==> src/rtl/sts_pkg.sv <==
// Shared types, token codes and keyword table of the source token scanner.
`timescale 1ns / 1ps
package sts_pkg;

	localparam int KW_COUNT = 21;
	localparam int KW_CHARS = 8;

	localparam logic [5:0] KIND_EOF     = 6'd0;
	localparam logic [5:0] KIND_IDENT   = 6'd1;
	localparam logic [5:0] KIND_NUMBER  = 6'd2;
	localparam logic [5:0] KIND_STRING  = 6'd3;
	localparam logic [5:0] KIND_ERROR   = 6'd4;
	localparam logic [5:0] KIND_PERCENT = 6'd5;
	localparam logic [5:0] KIND_PIPE    = 6'd6;
	localparam logic [5:0] KIND_AMP     = 6'd7;
	localparam logic [5:0] KIND_COLON   = 6'd8;
	localparam logic [5:0] KIND_LPAREN  = 6'd9;
	localparam logic [5:0] KIND_RPAREN  = 6'd10;
	localparam logic [5:0] KIND_LBRACE  = 6'd11;
	localparam logic [5:0] KIND_RBRACE  = 6'd12;
	localparam logic [5:0] KIND_LBRACK  = 6'd13;
	localparam logic [5:0] KIND_RBRACK  = 6'd14;
	localparam logic [5:0] KIND_SEMI    = 6'd15;
	localparam logic [5:0] KIND_COMMA   = 6'd16;
	localparam logic [5:0] KIND_DOT     = 6'd17;
	localparam logic [5:0] KIND_MINUS   = 6'd18;
	localparam logic [5:0] KIND_PLUS    = 6'd19;
	localparam logic [5:0] KIND_SLASH   = 6'd20;
	localparam logic [5:0] KIND_STAR    = 6'd21;
	localparam logic [5:0] KIND_BANG    = 6'd22;
	localparam logic [5:0] KIND_BANG_EQ = 6'd23;
	localparam logic [5:0] KIND_EQ      = 6'd24;
	localparam logic [5:0] KIND_EQ_EQ   = 6'd25;
	localparam logic [5:0] KIND_LT      = 6'd26;
	localparam logic [5:0] KIND_LT_EQ   = 6'd27;
	localparam logic [5:0] KIND_SHL     = 6'd28;
	localparam logic [5:0] KIND_GT      = 6'd29;
	localparam logic [5:0] KIND_GT_EQ   = 6'd30;
	localparam logic [5:0] KIND_SHR     = 6'd31;
	localparam logic [5:0] KIND_KW_BASE = 6'd32;

	localparam logic [1:0] ERR_NONE     = 2'd0;
	localparam logic [1:0] ERR_UNEXP    = 2'd1;
	localparam logic [1:0] ERR_STRING   = 2'd2;
	localparam logic [1:0] ERR_NUM_EOF  = 2'd3;

	// keyword text, first character in the top byte, zero padded
	localparam logic [63:0] KW_TXT [KW_COUNT] = '{
		{"and", 40'd0}, {"else", 32'd0}, {"const", 24'd0}, {"if", 48'd0},
		{"inline", 16'd0}, {"nil", 40'd0}, {"or", 48'd0}, {"parallel"},
		{"print", 24'd0}, {"pub", 40'd0}, {"len", 40'd0}, {"return", 16'd0},
		{"struct", 16'd0}, {"sync", 32'd0}, {"var", 40'd0}, {"while", 24'd0},
		{"use", 40'd0}, {"true", 32'd0}, {"false", 24'd0}, {"for", 40'd0},
		{"fun", 40'd0}
	};
	localparam logic [3:0] KW_LEN [KW_COUNT] = '{
		4'd3, 4'd4, 4'd5, 4'd2, 4'd6, 4'd3, 4'd2, 4'd8, 4'd5, 4'd3, 4'd3,
		4'd6, 4'd6, 4'd4, 4'd3, 4'd5, 4'd3, 4'd4, 4'd5, 4'd3, 4'd3
	};

	typedef struct packed {
		logic [5:0]  token_kind;
		logic [15:0] token_start;
		logic [15:0] token_length;
		logic [15:0] token_line;
		logic [1:0]  error_code;
		logic        last_of_run;
	} token_t;

	typedef struct packed {
		logic [1:0] n;
		token_t     t0;
		token_t     t1;
		token_t     t2;
	} bundle_t;

	function automatic logic [15:0] sat_inc(input logic [15:0] v);
		return (v == 16'hFFFF) ? v : v + 16'd1;
	endfunction

	// word is packed first character on top; len counts valid characters
	function automatic logic [5:0] kw_kind(input logic [63:0] word, input logic [15:0] len);
		logic [5:0]  k;
		logic [63:0] mask;
		k = KIND_IDENT;
		mask = ~({64{1'b1}} >> (7'(len[3:0]) * 7'd8));
		if (len <= 16'(KW_CHARS) && len != 16'd0) begin
			for (int i = 0; i < KW_COUNT; i++) begin
				if (16'(KW_LEN[i]) == len && (word & mask) == KW_TXT[i])
					k = KIND_KW_BASE + 6'(i);
			end
		end
		return k;
	endfunction

endpackage

==> src/rtl/sts_if.sv <==
// Valid/ready channel interfaces for source bytes and tokens.
`timescale 1ns / 1ps
interface sts_byte_if;
	logic       valid;
	logic       ready;
	logic [7:0] source_byte;
	modport source (output valid, output source_byte, input ready);
	modport sink (input valid, input source_byte, output ready);
endinterface

interface sts_tok_if;
	logic        valid;
	logic        ready;
	logic [5:0]  token_kind;
	logic [15:0] token_start;
	logic [15:0] token_length;
	logic [15:0] token_line;
	logic [1:0]  error_code;
	logic        last_of_run;
	modport source (output valid, output token_kind, output token_start, output token_length,
		output token_line, output error_code, output last_of_run, input ready);
	modport sink (input valid, input token_kind, input token_start, input token_length,
		input token_line, input error_code, input last_of_run, output ready);
endinterface

==> src/rtl/source_token_scanner_unit.sv <==
// Top level of the source token scanner: byte channel in, token channel out.
// The byte that ends a token waits in the input register, then its tokens wait in the result register.
// Throughput: one byte per cycle while each byte gives at most one token and the token
// output is ready; a byte that gives two or three tokens holds the input until its last
// token is taken at the single token output port.
// Reset: asynchronous, clears scanner state, counters and queued tokens.
`timescale 1ns / 1ps
module source_token_scanner_unit #(
	parameter int POSITION_BITS = 16
) (
	input logic      clk,
	input logic      arst_n,
	sts_byte_if.sink src,
	sts_tok_if.source tok
);

	sts_pkg::bundle_t bundle;
	logic             fire, take;

	sts_scan #(.POSITION_BITS(POSITION_BITS)) u_scan (
		.clk(clk), .arst_n(arst_n), .src(src), .take(take), .fire(fire), .bundle(bundle)
	);

	sts_emit u_emit (
		.clk(clk), .arst_n(arst_n), .fire(fire), .bundle(bundle), .take(take), .tok(tok)
	);

endmodule

==> src/rtl/sts_scan.sv <==
// Input register and scanner state step: one byte in, up to three tokens out.
`timescale 1ns / 1ps
module sts_scan #(
	parameter int POSITION_BITS = 16
) (
	input  logic            clk,
	input  logic            arst_n,
	sts_byte_if.sink        src,
	input  logic            take,
	output logic            fire,
	output sts_pkg::bundle_t bundle
);

	typedef enum logic [11:0] {
		M_IDLE    = 12'b0000_0000_0001,
		M_COMMENT = 12'b0000_0000_0010,
		M_SLASH   = 12'b0000_0000_0100,
		M_IDENT   = 12'b0000_0000_1000,
		M_INT     = 12'b0000_0001_0000,
		M_DOT     = 12'b0000_0010_0000,
		M_FRAC    = 12'b0000_0100_0000,
		M_STRING  = 12'b0000_1000_0000,
		M_BANG    = 12'b0001_0000_0000,
		M_EQUAL   = 12'b0010_0000_0000,
		M_LESS    = 12'b0100_0000_0000,
		M_GREATER = 12'b1000_0000_0000
	} mode_t;

	typedef struct packed {
		mode_t      mode;
		logic       emit;
		logic [5:0] kind;
		logic       err;
		logic       nl;
		logic       alpha;
	} start_t;

	localparam logic [POSITION_BITS-1:0] POS_MAX = '1;

	logic [7:0]               byte_s1;
	logic                     valid_s1;
	mode_t                    mode_q, mode_d;
	logic [POSITION_BITS-1:0] pos_q, pos_d, begin_q, begin_d, pdot_q, pdot_d;
	logic [15:0]              line_q, line_d, len_q, len_d;
	logic [7:0]               pre_q [sts_pkg::KW_CHARS];
	logic                     pre_we;
	logic [2:0]               pre_idx;
	logic [63:0]              word;
	start_t                   st;
	sts_pkg::token_t          ta, tb, tc;
	logic                     va, vb, vc;
	logic [7:0]               c;
	logic                     dig, alnum;

	function automatic logic chr_num(input logic [7:0] x);
		return x >= "0" && x <= "9";
	endfunction

	function automatic logic chr_letter(input logic [7:0] x);
		return (x >= "a" && x <= "z") || (x >= "A" && x <= "Z") || x == "_";
	endfunction

	function automatic start_t start_fn(input logic [7:0] x);
		start_t s;
		s = '{mode: M_IDLE, emit: 1'b1, kind: sts_pkg::KIND_ERROR, err: 1'b1, nl: 1'b0,
			alpha: 1'b0};
		if (chr_num(x)) begin
			s.mode = M_INT; s.emit = 1'b0;
		end else if (chr_letter(x)) begin
			s.mode = M_IDENT; s.emit = 1'b0; s.alpha = 1'b1;
		end else begin
			s.err = 1'b0;
			case (x)
				" ", 8'h09, 8'h0D: s.emit = 1'b0;
				8'h0A: begin s.emit = 1'b0; s.nl = 1'b1; end
				"/": begin s.emit = 1'b0; s.mode = M_SLASH; end
				8'h22: begin s.emit = 1'b0; s.mode = M_STRING; end
				"!": begin s.emit = 1'b0; s.mode = M_BANG; end
				"=": begin s.emit = 1'b0; s.mode = M_EQUAL; end
				"<": begin s.emit = 1'b0; s.mode = M_LESS; end
				">": begin s.emit = 1'b0; s.mode = M_GREATER; end
				"%": s.kind = sts_pkg::KIND_PERCENT;
				"|": s.kind = sts_pkg::KIND_PIPE;
				"&": s.kind = sts_pkg::KIND_AMP;
				":": s.kind = sts_pkg::KIND_COLON;
				"(": s.kind = sts_pkg::KIND_LPAREN;
				")": s.kind = sts_pkg::KIND_RPAREN;
				"{": s.kind = sts_pkg::KIND_LBRACE;
				"}": s.kind = sts_pkg::KIND_RBRACE;
				"[": s.kind = sts_pkg::KIND_LBRACK;
				"]": s.kind = sts_pkg::KIND_RBRACK;
				";": s.kind = sts_pkg::KIND_SEMI;
				",": s.kind = sts_pkg::KIND_COMMA;
				".": s.kind = sts_pkg::KIND_DOT;
				"-": s.kind = sts_pkg::KIND_MINUS;
				"+": s.kind = sts_pkg::KIND_PLUS;
				"*": s.kind = sts_pkg::KIND_STAR;
				default: s.err = 1'b1;
			endcase
		end
		return s;
	endfunction

	function automatic sts_pkg::token_t mk(input logic [5:0] k, input logic [15:0] s,
		input logic [15:0] l, input logic [15:0] ln, input logic [1:0] e);
		sts_pkg::token_t t;
		t.token_kind = k; t.token_start = s; t.token_length = l;
		t.token_line = ln; t.error_code = e; t.last_of_run = 1'b0;
		return t;
	endfunction

	assign c     = byte_s1;
	assign dig   = chr_num(c);
	assign alnum = dig || chr_letter(c);
	assign st    = start_fn(c);
	assign word  = {pre_q[0], pre_q[1], pre_q[2], pre_q[3],
		pre_q[4], pre_q[5], pre_q[6], pre_q[7]};

	always_comb begin
		logic       do_start;
		logic [5:0] k2;
		logic       hit;
		do_start = 1'b0;
		k2 = sts_pkg::KIND_BANG;
		hit = 1'b0;
		mode_d = mode_q; begin_d = begin_q; pdot_d = pdot_q;
		line_d = line_q; len_d = len_q;
		pos_d = (pos_q < POS_MAX) ? pos_q + 1'b1 : pos_q;
		pre_we = 1'b0; pre_idx = len_q[2:0];
		va = 1'b0; vb = 1'b0; vc = 1'b0;
		ta = mk(sts_pkg::KIND_SLASH, 16'(begin_q), len_q, line_q, sts_pkg::ERR_NONE);
		tb = mk(sts_pkg::KIND_DOT, 16'(pdot_q), 16'd1, line_q, sts_pkg::ERR_NONE);
		tc = mk(sts_pkg::KIND_EOF, 16'(pos_q), 16'd0, line_q, sts_pkg::ERR_NONE);
		if (c == 8'd0) begin
			vc = 1'b1;
			case (mode_q)
				M_SLASH: va = 1'b1;
				M_IDENT: begin va = 1'b1; ta.token_kind = sts_pkg::kw_kind(word, len_q); end
				M_INT, M_FRAC: begin
					va = 1'b1;
					ta = mk(sts_pkg::KIND_ERROR, 16'd0, 16'd0, line_q, sts_pkg::ERR_NUM_EOF);
				end
				M_DOT: begin va = 1'b1; vb = 1'b1; ta.token_kind = sts_pkg::KIND_NUMBER; end
				M_STRING: begin
					va = 1'b1;
					ta = mk(sts_pkg::KIND_ERROR, 16'd0, 16'd0, line_q, sts_pkg::ERR_STRING);
				end
				M_BANG: begin va = 1'b1; ta.token_kind = sts_pkg::KIND_BANG; end
				M_EQUAL: begin va = 1'b1; ta.token_kind = sts_pkg::KIND_EQ; end
				M_LESS: begin va = 1'b1; ta.token_kind = sts_pkg::KIND_LT; end
				M_GREATER: begin va = 1'b1; ta.token_kind = sts_pkg::KIND_GT; end
				default: ;
			endcase
			mode_d = M_IDLE; pos_d = '0; begin_d = '0; line_d = '0; pdot_d = '0;
			len_d = '0;
		end else begin
			case (mode_q)
				M_COMMENT: if (c == 8'h0A) begin line_d = sts_pkg::sat_inc(line_q); mode_d = M_IDLE; end
				M_SLASH: begin
					if (c == "/") mode_d = M_COMMENT;
					else begin va = 1'b1; do_start = 1'b1; end
				end
				M_IDENT: begin
					if (alnum) begin
						pre_we = len_q < 16'(sts_pkg::KW_CHARS);
						len_d = sts_pkg::sat_inc(len_q);
					end else begin
						va = 1'b1; ta.token_kind = sts_pkg::kw_kind(word, len_q); do_start = 1'b1;
					end
				end
				M_INT: begin
					if (dig) len_d = sts_pkg::sat_inc(len_q);
					else if (c == ".") begin pdot_d = pos_q; mode_d = M_DOT; end
					else begin va = 1'b1; ta.token_kind = sts_pkg::KIND_NUMBER; do_start = 1'b1; end
				end
				M_DOT: begin
					if (dig) begin
						len_d = sts_pkg::sat_inc(sts_pkg::sat_inc(len_q)); mode_d = M_FRAC;
					end else begin
						va = 1'b1; vb = 1'b1; ta.token_kind = sts_pkg::KIND_NUMBER; do_start = 1'b1;
					end
				end
				M_FRAC: begin
					if (dig) len_d = sts_pkg::sat_inc(len_q);
					else begin va = 1'b1; ta.token_kind = sts_pkg::KIND_NUMBER; do_start = 1'b1; end
				end
				M_STRING: begin
					len_d = sts_pkg::sat_inc(len_q);
					if (c == 8'h22) begin
						va = 1'b1; ta.token_kind = sts_pkg::KIND_STRING;
						ta.token_length = len_d; mode_d = M_IDLE;
					end else if (c == 8'h0A) line_d = sts_pkg::sat_inc(line_q);
				end
				M_BANG, M_EQUAL, M_LESS, M_GREATER: begin
					va = 1'b1;
					case (mode_q)
						M_BANG: begin
							ta.token_kind = sts_pkg::KIND_BANG;
							hit = c == "="; k2 = sts_pkg::KIND_BANG_EQ;
						end
						M_EQUAL: begin
							ta.token_kind = sts_pkg::KIND_EQ;
							hit = c == "="; k2 = sts_pkg::KIND_EQ_EQ;
						end
						M_LESS: begin
							ta.token_kind = sts_pkg::KIND_LT;
							hit = c == "=" || c == "<";
							k2 = (c == "=") ? sts_pkg::KIND_LT_EQ : sts_pkg::KIND_SHL;
						end
						default: begin
							ta.token_kind = sts_pkg::KIND_GT;
							hit = c == "=" || c == ">";
							k2 = (c == "=") ? sts_pkg::KIND_GT_EQ : sts_pkg::KIND_SHR;
						end
					endcase
					if (hit) begin
						ta.token_kind = k2; ta.token_length = 16'd2;
						len_d = 16'd2; mode_d = M_IDLE;
					end else do_start = 1'b1;
				end
				default: do_start = 1'b1;
			endcase
			if (do_start) begin
				begin_d = pos_q; len_d = 16'd1; mode_d = st.mode;
				if (st.nl) line_d = sts_pkg::sat_inc(line_q);
				if (st.alpha) begin pre_we = 1'b1; pre_idx = 3'd0; end
				vc = st.emit;
				tc = st.err
					? mk(sts_pkg::KIND_ERROR, 16'd0, 16'd0, line_q, sts_pkg::ERR_UNEXP)
					: mk(st.kind, 16'(pos_q), 16'd1, line_q, sts_pkg::ERR_NONE);
			end
		end
		ta.last_of_run = !vb && !vc;
		tb.last_of_run = !vc;
		tc.last_of_run = 1'b1;
		bundle.n  = 2'(va) + 2'(vb) + 2'(vc);
		bundle.t0 = va ? ta : tc;
		bundle.t1 = vb ? tb : tc;
		bundle.t2 = tc;
	end

	// an item with no tokens needs no room in the emitter
	assign fire      = valid_s1 && (take || bundle.n == 2'd0);
	assign src.ready = !valid_s1 || fire;

	always_ff @(posedge clk or negedge arst_n) begin
		if (!arst_n) begin
			valid_s1 <= 1'b0;
			mode_q   <= M_IDLE;
			pos_q    <= '0;
			begin_q  <= '0;
			pdot_q   <= '0;
			line_q   <= '0;
			len_q    <= '0;
		end else begin
			if (src.ready) valid_s1 <= src.valid;
			if (fire) begin
				mode_q  <= mode_d;
				pos_q   <= pos_d;
				begin_q <= begin_d;
				pdot_q  <= pdot_d;
				line_q  <= line_d;
				len_q   <= len_d;
			end
		end
	end

	always_ff @(posedge clk) begin
		if (src.ready && src.valid) byte_s1 <= src.source_byte;
		if (fire && pre_we) pre_q[pre_idx] <= c;
	end

endmodule

==> src/rtl/sts_emit.sv <==
// Result register: holds one byte's tokens and hands them out one per cycle while the sink is ready.
`timescale 1ns / 1ps
module sts_emit (
	input  logic             clk,
	input  logic             arst_n,
	input  logic             fire,
	input  sts_pkg::bundle_t bundle,
	output logic             take,
	sts_tok_if.source        tok
);

	logic [1:0]      cnt_q;
	sts_pkg::token_t slot0_q, slot1_q, slot2_q;
	logic            hs, load;

	assign hs   = tok.valid && tok.ready;
	assign take = cnt_q == 2'd0 || (hs && cnt_q == 2'd1);
	assign load = fire && bundle.n != 2'd0;

	assign tok.valid        = cnt_q != 2'd0;
	assign tok.token_kind   = slot0_q.token_kind;
	assign tok.token_start  = slot0_q.token_start;
	assign tok.token_length = slot0_q.token_length;
	assign tok.token_line   = slot0_q.token_line;
	assign tok.error_code   = slot0_q.error_code;
	assign tok.last_of_run  = slot0_q.last_of_run;

	always_ff @(posedge clk or negedge arst_n) begin
		if (!arst_n) begin
			cnt_q <= 2'd0;
		end else if (load) begin
			cnt_q <= bundle.n;
		end else if (hs) begin
			cnt_q <= cnt_q - 2'd1;
		end
	end

	always_ff @(posedge clk) begin
		if (load) begin
			slot0_q <= bundle.t0;
			slot1_q <= bundle.t1;
			slot2_q <= bundle.t2;
		end else if (hs) begin
			slot0_q <= slot1_q;
			slot1_q <= slot2_q;
		end
	end

`ifndef SYNTHESIS
	a_last_flag: assert property (@(posedge clk) disable iff (!arst_n)
		tok.valid |-> (tok.last_of_run == (cnt_q == 2'd1)))
		else $error("last_of_run out of step with queued tokens");
	a_drain: assert property (@(posedge clk) disable iff (!arst_n)
		hs && cnt_q == 2'd1 && !load |=> !tok.valid)
		else $error("token shown after final one was taken");
	a_no_overrun: assert property (@(posedge clk) disable iff (!arst_n)
		load |-> take)
		else $error("new tokens loaded over pending ones");
`endif

endmodule
==> src/flat_wrapper.sv <==
// flat-port wrapper written by rule: the top's interface ports become plain ports
module source_token_scanner_unit_flat 
#(
	parameter int POSITION_BITS = 16
)
  (clk, arst_n, src_valid, src_source_byte, src_ready, tok_valid, tok_token_kind, tok_token_start, tok_token_length, tok_token_line, tok_error_code, tok_last_of_run, tok_ready);
  sts_byte_if src_i ();
  sts_tok_if tok_i ();
  input logic clk;
  input logic arst_n;
  input wire logic [$bits(src_i.valid)-1:0] src_valid;
  input wire logic [$bits(src_i.source_byte)-1:0] src_source_byte;
  output wire logic [$bits(src_i.ready)-1:0] src_ready;
  output wire logic [$bits(tok_i.valid)-1:0] tok_valid;
  output wire logic [$bits(tok_i.token_kind)-1:0] tok_token_kind;
  output wire logic [$bits(tok_i.token_start)-1:0] tok_token_start;
  output wire logic [$bits(tok_i.token_length)-1:0] tok_token_length;
  output wire logic [$bits(tok_i.token_line)-1:0] tok_token_line;
  output wire logic [$bits(tok_i.error_code)-1:0] tok_error_code;
  output wire logic [$bits(tok_i.last_of_run)-1:0] tok_last_of_run;
  input wire logic [$bits(tok_i.ready)-1:0] tok_ready;
  assign src_i.valid = src_valid;
  assign src_i.source_byte = src_source_byte;
  assign src_ready = src_i.ready;
  assign tok_valid = tok_i.valid;
  assign tok_token_kind = tok_i.token_kind;
  assign tok_token_start = tok_i.token_start;
  assign tok_token_length = tok_i.token_length;
  assign tok_token_line = tok_i.token_line;
  assign tok_error_code = tok_i.error_code;
  assign tok_last_of_run = tok_i.last_of_run;
  assign tok_i.ready = tok_ready;
  source_token_scanner_unit #(.POSITION_BITS(POSITION_BITS)) u_core (.clk(clk), .arst_n(arst_n), .src(src_i), .tok(tok_i));
endmodule
==> config.mk <==
export PLATFORM = sky130hd
export DESIGN_NAME = source_token_scanner_unit_flat
export DESIGN_NICKNAME = d
export VERILOG_FILES = /design/src/rtl/sts_pkg.sv /design/src/rtl/sts_if.sv /design/src/rtl/source_token_scanner_unit.sv /design/src/rtl/sts_scan.sv /design/src/rtl/sts_emit.sv /design/src/flat_wrapper.sv
export SDC_FILE = /design/constraint.sdc
export NUM_CORES = 1
export LEC_CHECK = 0
export BUFFER_PORTS_ARGS = -buffer_cell sky130_fd_sc_hd__buf_2
export CAP_MARGIN = 15
export CELL_PAD_IN_SITES_DETAIL_PLACEMENT = 0
export CELL_PAD_IN_SITES_GLOBAL_PLACEMENT = 2
export CORE_ASPECT_RATIO = 0.7
export CORE_UTILIZATION = 41
export DETAILED_ROUTE_END_ITERATION = 8
export PLACE_DENSITY = 0.77
export SLEW_MARGIN = 20
export SYNTH_ARGS = -nofsm -noshare
export SYNTH_HDL_FRONTEND = slang
export SYNTH_HIERARCHICAL = 1
export SYNTH_SLANG_ARGS = --single-unit
==> constraint.sdc <==
create_clock -name clk -period 8.75 [get_ports clk]
set_input_delay 1.75 -clock clk [delete_from_list [all_inputs] [get_ports clk]]
set_output_delay 1.75 -clock clk [all_outputs]
set_load 0.02 [all_outputs]
==> results of run 1 <==
## path summary, 6_finish.rpt
check,cells past startpoint,to
hold reg to reg,2,u_core/u_scan/pdot_q[7]$_DFFE_PN0P_
min in group asynchronous,1,u_core/u_scan/len_q[12]$_DFFE_PN0P_
setup reg to reg,17,u_core/u_scan/pre_q[1][7]$_DFFE_PP_
hold / removal,2,u_core/u_scan/pdot_q[7]$_DFFE_PN0P_
max in group asynchronous,2,u_core/u_scan/pdot_q[10]$_DFFE_PN0P_
setup / recovery,12,src_ready
## power groups by stage
stage	clock (W)	sequential (W)	combinational, W
6_report	0.00160	0.00286	0.00291
3_5_place_dp	0	0.00289	0.00292
5_1_grt	0.00171	0.00291	0.00323
2_1_floorplan	0	0.00305	0.00190
4_1_cts	0.00165	0.00286	0.00293
3_3_place_gp	0	0.00288	0.00290
## layer usage
metal / vias up / GRT usage, % / part of all wire (%)
met3: 51 / 5.22 / 7.9
met1: 7498 / 40.3 / 52
met2: 514 / 33.3 / 39
met4: 0 / 4.19 / 1.1
li1: 7177 / - / -
met5: - / 0 / 0
## synthesized netlist by cell type (all sizes together) (14+ instances only)
cell / instances
clkbuf: 63
and3: 16
buf: 118
nor2b: 23
nand4: 43
edfxtp: 243
a21oi: 49
dfrtp: 94
mux2: 29
nand2b: 19
nand3: 104
nor4: 51
a22o: 21
and2: 30
o21ai: 92
nor2: 129
o31ai: 21
nor3: 47
inv: 32
or3: 14
nand2: 512
## critical path: cells and delay by family (launching register included)
kind	cells	cell delay (ps)
flops	1	710
simple gates	5	2190
fa+ha+maj	1	450
buf+inv	2	400
compound gates	4	1140
## final cells by class
cell class | instances | area, µm²
repair buffers | 101 | 598
clock buffers | 48 | 998
inverters | 33 | 129
fillers | 4389 | 24600
well taps | 603 | 754
clock inverters | 20 | 240
multi-input cells | 1494 | 8340
flip-flops and latches | 338 | 9680
## logic make-up after synthesis
| logic type | after synthesis | synth area share (%) |
|---|---|---|
| AOI/OAI and AO/OA | 313 | 11.4 |
| xor gates and xnor gates | 24 | 1.11 |
| adders and majority gates | 12 | 0.829 |
| buffers and inverters | 214 | 6.07 |
| DFF | 338 | 50.9 |
| muxes | 41 | 2.51 |
| other | 2 | 0.0395 |
| and+or+nand+nor | 1069 | 27.2 |
## through the flow
step | cell area, µm² | setup WS (ps) | util, % | hold slack (ps) | power (W)
floorplan | 19100 | 1460 | - | 446 | 0.00495
global route | 20700 | 1320 | 45.7 | 509 | 0.00784
CTS | 20700 | 1760 | 45.7 | 481 | 0.00744
detailed placement | 19500 | 2340 | 42.9 | 467 | 0.00581
finish | 20700 | 1550 | 45.7 | 477 | 0.00737
global placement | 19500 | 2480 | 42.9 | 461 | 0.00579
## sequential cells by signal, indices dropped and copies added (netlist names)
| register | count |
|---|---|
| u_core/u_scan/pre_q | 64 |
| u_core/u_emit/slot1_q | 57 |
| u_core/u_emit/slot2_q | 57 |
| u_core/u_emit/tok.token_length | 16 |
| u_core/u_emit/tok.token_line | 16 |
| u_core/u_emit/tok.token_start | 16 |
| u_core/u_scan/begin_q | 16 |
| u_core/u_scan/len_q | 16 |
| u_core/u_scan/line_q | 16 |
| u_core/u_scan/pdot_q | 16 |
| u_core/u_scan/pos_q | 16 |
| u_core/u_scan/mode_q | 12 |
| u_core/u_scan/byte_s1 | 8 |
| u_core/u_emit/tok.token_kind | 6 |
| u_core/u_emit/cnt_q | 2 |
| u_core/u_emit/tok.error_code | 2 |
| u_core/u_emit/tok.last_of_run | 1 |
| u_core/u_scan/valid_s1 | 1 |
==> reports/summary.txt, run 1 <==
Die ar. = 47300 µm²
Antenna Nets Post-Route = 0
Crit path from = u_core/u_scan/byte_s1[4]$_DFFE_PP_
FFs w/ async S/R, synth = 28.1%
Layout cell share with drive strength beyond 1 = 11.1%
CTS sink cnt = 338
DP Wirelength = 41500 µm
Peak Freq = 0.139 GHz
Psw = 0.00305 W
Mapped Area = 19000 µm²
Element type at the critical path start = flip-flop
Initial DRC Count = 1705
Total track usage = 24.8%
Final setup viols = 0
Nets = 2029
HP Class = reg -> reg
CTS buffer count = 37
Vias/cell = 5.78
Rel. slew slack = 29.3%
Most common cell after layout, fill and taps aside = nand2_1
Ys Warns = 6
Largest net degree at the start of global routing = 92
Dpl cells = 2569
Hold_sp = u_core/u_scan/pdot_q[7]$_DFFE_PN0P_
Top cells by area, synth = edfxtp_1, dfrtp_1, nand2_1
Ports = 71
CP peak stage delay = 1030 ps
Routed vias = 15240
RSZ-0062 raised after global routing = false
Top cell type by total area after synthesis = edfxtp_1
Critical path class = reg -> out
Vias in the first global route = 14212
Commonest non-fill, non-tap cells in the layout = nand2_1, edfxtp_1, nor2_1, nand3_1, dfrtp_1
Power per cell area = 355 nW/µm²
EDFF count, synth = 243
Drt pass-1 iters = 5
Setup TNS = 0 ps
Root buffer cell = clkbuf_16
Seq pwr share = 38.8%
Count of cell types in the netlist = 98
Final WL = 58600 µm
# hold bufs at CTS = 0
Row count = 65
Mean Syn Cell Area = 9.45 µm²
Htree depth = 2
Worst vdd ir = 0.000403 V
Clock Tree Buf Depth = 3
CP cell instances = nor4b_2 > nand3_1 > nor2b_1 > a31o_2 > a221o_1 > nand2_1 > o21ai_0 > inv_1 > fa_1 > a21oi_1 > nand2_1 > buf_2
Area delta synth->final = 9.03%
Top FF cell, synth = edfxtp_1
Crit. End Element = output port
First-pass GRT wire length = 89200 µm
Int Power = 0.00431 W
Outcome = finished, final reports clean
Worst path slowest cell = nor4b_2
DRC Markers = 0
Worst-margin pin slew = 1060 ps
Post_cts resized = 0
Switching part of the total power = 41.5%
Period utilization = 82.3%
Req. time, crit path = 7000 ps
Post-CTS setup buffers = 0
Core ar. = 45400 µm²
Yosys reg bits = 338
CTS tree = yes
Non-Filler Instances = 2637
Initial antenna violation count = 0
R2R setup slack = 2170 ps
Comb pwr share = 39.5%
Diode count = 0
Remaining Overflow, GRT = 0
DR WL/cell = 22.2 µm
Cell count after synthesis = 2013
Worst-skew pair later-pin latency = 550 ps
Slew Viols, Final = 0
Sequential share of the synthesized area = 50.9%
Static Leak = 8.01 nW
Max-cap viol count = 0
Most used cell along the critical path = nand2_1
Max FO, Critical Path = 24
CTS clock-pin slew for the worst setup and hold paths = 60 ps
DIE HEIGHT = 182 µm
WP data arrival = 5450 ps
Crit Reg-Reg Startpoint = u_core/u_scan/byte_s1[4]$_DFFE_PP_
Worst Skew = 12.6 ps
Clock power share = 21.7%
Hold violation count in the final report = 0
Routability congestion estimate from global placement = 1.00
Minimum clock period = 7200 ps
Buffers on Ports = 70
Top cell type's share of synthesized area = 38.4%
Initial Util = 41.9%
Die width = 259 µm
(Power assumes the default switching activity.)
==> run 2, diff against run 1 <==
--- a/config.mk
+++ b/config.mk
@@ -5,14 +5,15 @@
 export SDC_FILE = /design/constraint.sdc
 export NUM_CORES = 1
 export LEC_CHECK = 0
+export ABC_AREA = 1
 export BUFFER_PORTS_ARGS = -buffer_cell sky130_fd_sc_hd__buf_2
 export CAP_MARGIN = 15
 export CELL_PAD_IN_SITES_DETAIL_PLACEMENT = 0
 export CELL_PAD_IN_SITES_GLOBAL_PLACEMENT = 2
 export CORE_ASPECT_RATIO = 0.7
-export CORE_UTILIZATION = 41
+export CORE_UTILIZATION = 34
 export DETAILED_ROUTE_END_ITERATION = 8
-export PLACE_DENSITY = 0.77
+export PLACE_DENSITY = 0.72
 export SLEW_MARGIN = 20
 export SYNTH_ARGS = -nofsm -noshare
 export SYNTH_HDL_FRONTEND = slang
==> constraint.sdc (replaced) <==
create_clock -name clk -period 5.78 [get_ports clk]
set_input_delay 1.156 -clock clk [delete_from_list [all_inputs] [get_ports clk]]
set_output_delay 1.156 -clock clk [all_outputs]
set_load 0.02 [all_outputs]
==> run 2 against run 1 <==
  * Cell area grew 6.0%
  * Largest cell class unchanged
  * Count of clock-buffer cells in the layout rose by 5
  * Register-to-register slack worse by 1300 ps
  * Via count rose by 12%
  * Power up 38%
  * Global-route usage is 3.0 points lower
==> reports/summary.txt, run 2 <==
Outcome = finished, final reports clean
Max-cap viol count = 0 (unchanged)
EDFF count, synth = 243 (unchanged)
Cell family with most CP delay = simple AND/OR/NAND/NOR gates
Static Leak = 9.59 nW (+20%)
Worst-skew pair later-pin latency = 570 ps (+20 ps)
Top cell type's share of synthesized area = 36.8% (-1.5 points)
Most common cell after layout, fill and taps aside = nand2_1
Total track usage = 21.9% (-3.0 points)
Top reg by flops = u_core/u_scan/pre_q
DP Wirelength = 47300 µm (+14%)
Worst vdd ir = 0.000566 V (+40%)
Vias/cell = 5.06 (-12%)
GRT Max-Usage Layer = met1
Routed vias = 17032 (+12%)
Die ar. = 59200 µm² (+25%)
Max reg flops = 64 (unchanged)
CTS sink cnt = 338 (unchanged)
Area delta synth->final = 10.9%
CTS buffer count = 38 (+2.7%)
Period utilization = 93.2%
Final setup viols = 0 (unchanged)
Sequential share of the synthesized area = 48.9% (-2.0 points)
Post-synth top cells = nand2_1, nor2_1, inv_1
Regs by FF count = u_core/u_scan/pre_q x64, u_core/u_emit/slot1_q x57, u_core/u_emit/slot2_q x57
Diode count = 0 (unchanged)
Setup TNS = 0 ps (unchanged)
DIE HEIGHT = 204 µm (+12%)
Buffers on Ports = 70 (unchanged)
Mean Syn Cell Area = 7.82 µm² (-17%)
Top cells by area, synth = edfxtp_1, nand2_1, dfrtp_1
Vias in the first global route = 16140 (+14%)
Ports = 71 (unchanged)
Power per cell area = 463 nW/µm² (+30%)
Commonest non-fill, non-tap cells in the layout = nand2_1, nor2_1, inv_1, edfxtp_1, nand3_1
Top cell type by total area after synthesis = edfxtp_1
Critical path class = reg -> out
Crit. End Element = output port
Peak Freq = 0.186 GHz
Slew Viols, Final = 0 (unchanged)
Hold violation count in the final report = 0 (unchanged)
Count leader, synth = nand2_1
Largest net degree at the start of global routing = 95 (+3.3%)
Top FF cell, synth = edfxtp_1
Hold Slack = 480 ps (+3.36 ps)
Req. time, crit path = 4620 ps (-2380 ps)
Worst Skew = 26.0 ps (+13.4 ps)
CTS clock-pin slew for the worst setup and hold paths = 60 ps (about the same)
WP data arrival = 4230 ps (-1220 ps)
CP cell instances = buf_4 > nor2_1 > inv_1 > nor2_2 > inv_1 > nor2_4 > inv_1 > nand2_2 > inv_2 > nand2_1 > nand3_2 > nor2_4 > nand2_4 > nand2_1 > fa_1 > a21oi_1 > buf_4 > nand2_1 > buf_2
Count of cell types in the netlist = 61 (-38%)
CTS tree = yes
Final WL = 64300 µm (+9.7%)
Core ar. = 57200 µm² (+26%)
DRC Markers = 0 (unchanged)
Die width = 290 µm (+12%)
Rel. slew slack = 34.2% (+5.0 points)
Met3 Usage GRT = 3.48% (-1.7 points)
Initial antenna violation count = 1 (+1)
WP buf/inv = 7 (+5)
Root buffer cell = clkbuf_16
Worst-margin pin slew = 986 ps (-71.9 ps)
Nets = 2608 (+29%)
Element type at the critical path start = flip-flop
Mapped Area = 19800 µm² (+4.1%)
First-pass GRT wire length = 99900 µm (+12%)
Ys Warns = 6 (unchanged)
Layout cell share with drive strength beyond 1 = 10.2% (-0.90 points)
CP peak stage delay = 500 ps (-530 ps)
Met2 usage = 29.6% (-3.8 points)
Cell count after synthesis = 2531 (+26%)
Yosys reg bits = 338 (unchanged)
HP Class = reg -> reg
Met1 usage = 36.0% (-4.4 points)
Initial DRC Count = 1595 (-6.5%)
RSZ-0062 raised after global routing = false
Routability congestion estimate from global placement = 0.936 (-6.4%)
Minimum clock period = 5380 ps
Remaining Overflow, GRT = 0 (unchanged)
Worst path slowest cell = edfxtp_1
Clock Tree Buf Depth = 3 (unchanged)
DR WL/cell = 19.1 µm (-14%)
FFs w/ async S/R, synth = 28.1% (unchanged)
Antenna Nets Post-Route = 0 (unchanged)
Row count = 73 (+12%)
Drt pass-1 iters = 5 (unchanged)
Htree depth = 2 (unchanged)
Max FO, Critical Path = 7 (-71%)
Initial Util = 34.6% (-7.3 points)
run 2: cell types whose count changed in the layout (fill, tap and decap cells not counted), moves of 21 or more:
cell / before / now
inv_1: 31 / 253
nor2b_1: 22 / 1
mux2_2: 21 / 0
nand2_1: 512 / 836
nor2_1: 128 / 258
a22o_1: 21 / 0
nor4_1: 46 / 17
inv_2: 0 / 25
nand3_1: 102 / 173
and2_1: 28 / 2
nor3_1: 45 / 71
run 2: report_power, final:
part / leakage, nW / internal [W] / switching, W
registers: 3.63 / 0.00385 / 0.000293
logic: 5.37 / 0.000876 / 0.00275
clock network: 0.585 / 0.00135 / 0.00105
total: 9.59 / 0.00608 / 0.00410
run 2: worst paths after layout:
path | start | end | slack (ps) | cells after the start
max in group asynchronous | arst_n | u_core/u_scan/begin_q[11]$_DFFE_PN0P_ | 4130 | 2
worst max-delay path | u_core/u_scan/byte_s1[1]$_DFFE_PP_ | src_ready | 400 | 19
worst max register to register | u_core/u_scan/mode_q[8]$_DFFE_PN0P_ | u_core/u_scan/mode_q[11]$_DFFE_PN0P_ | 840 | 21
min in group asynchronous | arst_n | u_core/u_scan/len_q[12]$_DFFE_PN0P_ | 580 | 1
worst min register to register | u_core/u_scan/begin_q[4]$_DFFE_PN0P_ | u_core/u_scan/begin_q[4]$_DFFE_PN0P_ | 480 | 2
worst min-delay path | u_core/u_scan/begin_q[4]$_DFFE_PN0P_ | u_core/u_scan/begin_q[4]$_DFFE_PN0P_ | 480 | 2
run 2: worst register-to-register path, delay by kind of cell, from the launching register on:
kind | cells | cell delay, ps
compound gates | 4 | 980
fa+ha+maj | 1 | 550
buf+inv | 7 | 1120
flops | 1 | 410
simple gates | 9 | 1770
run 2: area by class of cell:
| cell class | count | area [µm²] |
|---|---|---|
| multi-input cells | 1799 | 8310 |
| clock buffers | 53 | 1070 |
| flip-flops and latches | 338 | 9680 |
| fillers | 5981 | 35200 |
| clock inverters | 17 | 145 |
| inverters | 286 | 1080 |
| well taps | 750 | 938 |
| repair buffers | 121 | 752 |
run 2: repair_timing:
item / CTS / global route
endpoints found under the setup margin: 0 / 1
hold buffers: 0 / 0
resized for setup: 0 / 1
buffers inserted: 0 / 6
run 2: per-stage QoR:
stage | utilization, % | power (W) | std cells | instance area (µm²) | setup WS (ps)
after floorplan | - | 0.00673 | 2564 | 19900 | 854
after global placement | 36.2 | 0.00780 | 3288 | 20700 | 875
after detailed placement | 36.2 | 0.00785 | 3288 | 20700 | 686
after CTS | 38.3 | 0.0103 | 3358 | 21900 | 318
after global routing | 38.4 | 0.0109 | 3364 | 22000 | 78.8
final | 38.4 | 0.0102 | 3364 | 22000 | 396
run 2: metal layers:
layer | up-vias | part of all wire (%) | wire length [µm]
li1 | 8333 | - | -
met1 | 8181 | 54 | 35100
met2 | 460 | 38 | 24600
met3 | 58 | 6.1 | 3900
met4 | 0 | 1.2 | 757
met5 | - | 0 | 0
run 2: logic make-up (layout without fill, tap and decap cells):
group                    Yosys count  count (layout)  share of synthesized area (%)
XOR/XNOR                          21              21                           1.00
other                              2              35                         0.0379
AND/OR/NAND/NOR                 1481            1481                           32.0
flip-flops                       338             338                           48.9
AO/OA/AOI/OAI                    250             250                           7.31
adder cells (fa/ha/maj)           12              12                          0.796
buffers and inverters            427             477                           9.99
==> run 3, diff against run 2 <==
--- a/config.mk
+++ b/config.mk
@@ -8,12 +8,12 @@
 export ABC_AREA = 1
 export BUFFER_PORTS_ARGS = -buffer_cell sky130_fd_sc_hd__buf_2
 export CAP_MARGIN = 15
-export CELL_PAD_IN_SITES_DETAIL_PLACEMENT = 0
-export CELL_PAD_IN_SITES_GLOBAL_PLACEMENT = 2
+export CELL_PAD_IN_SITES_DETAIL_PLACEMENT = 1
+export CELL_PAD_IN_SITES_GLOBAL_PLACEMENT = 1
 export CORE_ASPECT_RATIO = 0.7
-export CORE_UTILIZATION = 34
+export CORE_UTILIZATION = 43
 export DETAILED_ROUTE_END_ITERATION = 8
-export PLACE_DENSITY = 0.72
+export PLACE_DENSITY = 0.73
 export SLEW_MARGIN = 20
 export SYNTH_ARGS = -nofsm -noshare
 export SYNTH_HDL_FRONTEND = slang
==> run 3 against run 2 <==
  * Sequential power about the same
  * Global-route usage increased by 7.0 points
  * Non-clock buffer count shrank 8
  * Routed wire length up 4.3%
  * Clock power about the same
  * Sequential share of layout area up 0.43 points
  * First-iteration DRC count decreased by 1.6%
  * Critical endpoint unchanged
  * Largest power group unchanged
==> reports/summary.txt, run 3 (same netlist as run 2, synthesis figures left out) <==
WP data arrival = 4420 ps (+190 ps)
R2R cell count = 26 (+24%)
Element type at the critical path start = flip-flop
DP Wirelength = 50600 µm (+6.8%)
First-pass GRT wire length = 105000 µm (+5.2%)
Max-cap viol count = 0 (unchanged)
Worst-margin pin slew = 1150 ps (+169 ps)
Max reg flops = 64 (unchanged)
HP Class = reg -> reg
Total track usage = 28.9% (+7.0 points)
Vias/cell = 5.52 (+9.0%)
Diode count = 0 (unchanged)
Area delta synth->final = 9.84%
Slew Viols, Final = 0 (unchanged)
Ports = 71 (unchanged)
Static Leak = 9.57 nW (-0.18%)
Critical R2R Capture = u_core/u_scan/pos_q[15]$_DFFE_PN0P_
Dpl cells = 3125 (-5.0%)
Root buffer cell = clkbuf_16
Outcome = finished, final reports clean
Non-Filler Instances = 3205 (-4.7%)
Top reg by flops = u_core/u_scan/pre_q
Layout cell share with drive strength beyond 1 = 9.95% (-0.26 points)
Hold violation count in the final report = 0 (unchanged)
Die ar. = 46900 µm² (-21%)
Core ar. = 45200 µm² (-21%)
Minimum clock period = 5580 ps (+194 ps)
Routability congestion estimate from global placement = 1.02 (+9.2%)
FF/Latch Area = 9680 µm² (unchanged)
Htree depth = 2 (unchanged)
CTS sink cnt = 338 (unchanged)
Crit Reg-Reg Startpoint = u_core/u_scan/byte_s1[2]$_DFFE_PP_
Initial Util = 43.8% (+9.2 points)
R2R setup slack = 390 ps (-450 ps)
Rel. slew slack = 22.4% (-12 points)
Clock Tree Buf Depth = 3 (unchanged)
Routed vias = 17680 (+3.8%)
CTS tree = yes
Row count = 65 (-11%)
Vias in the first global route = 18215 (+13%)
Drt pass-1 iters = 5 (unchanged)
Power per cell area = 470 nW/µm² (+1.5%)
Buffers on Ports = 70 (unchanged)
Commonest non-fill, non-tap cells in the layout = nand2_1, nor2_1, inv_1, edfxtp_1, nand3_1
Req. time, crit path = 4620 ps (about the same)
Max FO, Critical Path = 9 (+2)
CTS clock-pin slew for the worst setup and hold paths = 60 ps (about the same)
Nets = 2598 (-0.38%)
Antenna Nets Post-Route = 0 (unchanged)
Peak Freq = 0.179 GHz (-3.5%)
Initial antenna violation count = 0 (-1)
Final setup viols = 0 (unchanged)
Largest net degree at the start of global routing = 172 (+81%)
Die width = 258 µm (-11%)
Crit. End Element = output port
DR WL/cell = 20.9 µm (+9.4%)
Period utilization = 96.5% (+3.4 points)
CTS buffer count = 36 (-5.3%)
Remaining Overflow, GRT = 0 (unchanged)
Crit path from = u_core/u_scan/byte_s1[6]$_DFFE_PP_
Critical path class = reg -> out
Final WL = 67100 µm (+4.3%)
Worst vdd ir = 0.000944 V (+67%)
Worst-skew pair later-pin latency = 530 ps (-40 ps)
Worst Setup EP = src_ready
RSZ-0062 raised after global routing = false
Initial DRC Count = 1570 (-1.6%)
Most common cell after layout, fill and taps aside = nand2_1
Fillers = 5589 (-6.6%)
Multi-input logic area = 8320 µm² (+0.14%)
Worst Skew = 16.6 ps (-9.41 ps)
Regs by FF count = u_core/u_scan/pre_q x64, u_core/u_emit/slot1_q x57, u_core/u_emit/slot2_q x57
DIE HEIGHT = 182 µm (-11%)
DRC Markers = 0 (unchanged)
Setup TNS = 0 ps (unchanged)
[run 3: changes by cell type in the layout (fill, tap and decap cells not counted), sizes merged]
cell / delta
bufinv: +2
inv: -1
buf: -8
clkinv: +1
clkbuf: -3
clkinvlp: -3
[run 3: where the power goes]
group          switching (W)  internal [W]
clock               0.000979       0.00140
combinational        0.00280      0.000891
sequential          0.000315       0.00385
total                0.00409       0.00614
[run 3: worst min path at each step]
| stage | startpoint | end | cells after the start |
|---|---|---|---|
| 2_1_floorplan | u_core/u_scan/pdot_q[0]$_DFFE_PN0P_ | u_core/u_scan/pdot_q[0]$_DFFE_PN0P_ | 2 |
| 3_3_place_gp | u_core/u_scan/begin_q[11]$_DFFE_PN0P_ | u_core/u_scan/begin_q[11]$_DFFE_PN0P_ | 2 |
| 3_5_place_dp | u_core/u_scan/pdot_q[3]$_DFFE_PN0P_ | u_core/u_scan/pdot_q[3]$_DFFE_PN0P_ | 2 |
| 4_1_cts | u_core/u_scan/pdot_q[3]$_DFFE_PN0P_ | u_core/u_scan/pdot_q[3]$_DFFE_PN0P_ | 2 |
| 5_1_grt | u_core/u_scan/begin_q[15]$_DFFE_PN0P_ | u_core/u_scan/begin_q[15]$_DFFE_PN0P_ | 2 |
| 6_report | u_core/u_scan/begin_q[9]$_DFFE_PN0P_ | u_core/u_scan/begin_q[9]$_DFFE_PN0P_ | 2 |
[run 3: layout make-up]
cell class	count	share of cell area, %
Timing Repair Buffer	113	3.28
Sequential cell	338	44.5
Multi-Input combinational cell	1799	38.2
Clock buffer	50	4.76
Clock inverter	16	0.805
Tap cell	603	3.47
Inverter	286	4.96
[run 3: repair_timing]
action	CTS	global route
setup endpoints to repair	0	12
hold buffers	0	0
gates resized for setup	0	3
setup buffers	0	14
[run 3: per-layer routing]
metal,track usage (%),routed length (µm)
met1,43.8,32900
met2,42.7,28400
met3,5.65,4670
met4,5.47,1090
met5,0,0
[run 3: worst max-delay path, cell delays in order (launching register included)]
cell	delay [ps]
edfxtp_1	520
inv_1	120
nor2_1	190
nand2_1	140
nor2_1	230
inv_1	70
o21ai_1	370
nor2_1	180
nand2_1	120
nand2_1	100
clkinv_1	100
nand3_2	100
nor2_4	220
nand2_4	100
nand2_1	140
fa_1	450
a21oi_1	300
nand2_2	220
buf_2	210
[run 3: through the flow]
stage          cell area, µm²  setup WS (ps)  util, %  power (W)  hold slack, ps
2_1_floorplan           19900            854        -    0.00673             450
3_3_place_gp            20400            827     45.2    0.00770             464
3_5_place_dp            20400            423     45.2    0.00787             468
4_1_cts                 21600           60.6     47.8     0.0103             487
5_1_grt                 21800           12.8     48.1     0.0109             512
6_report                21800            202     48.1     0.0102             484
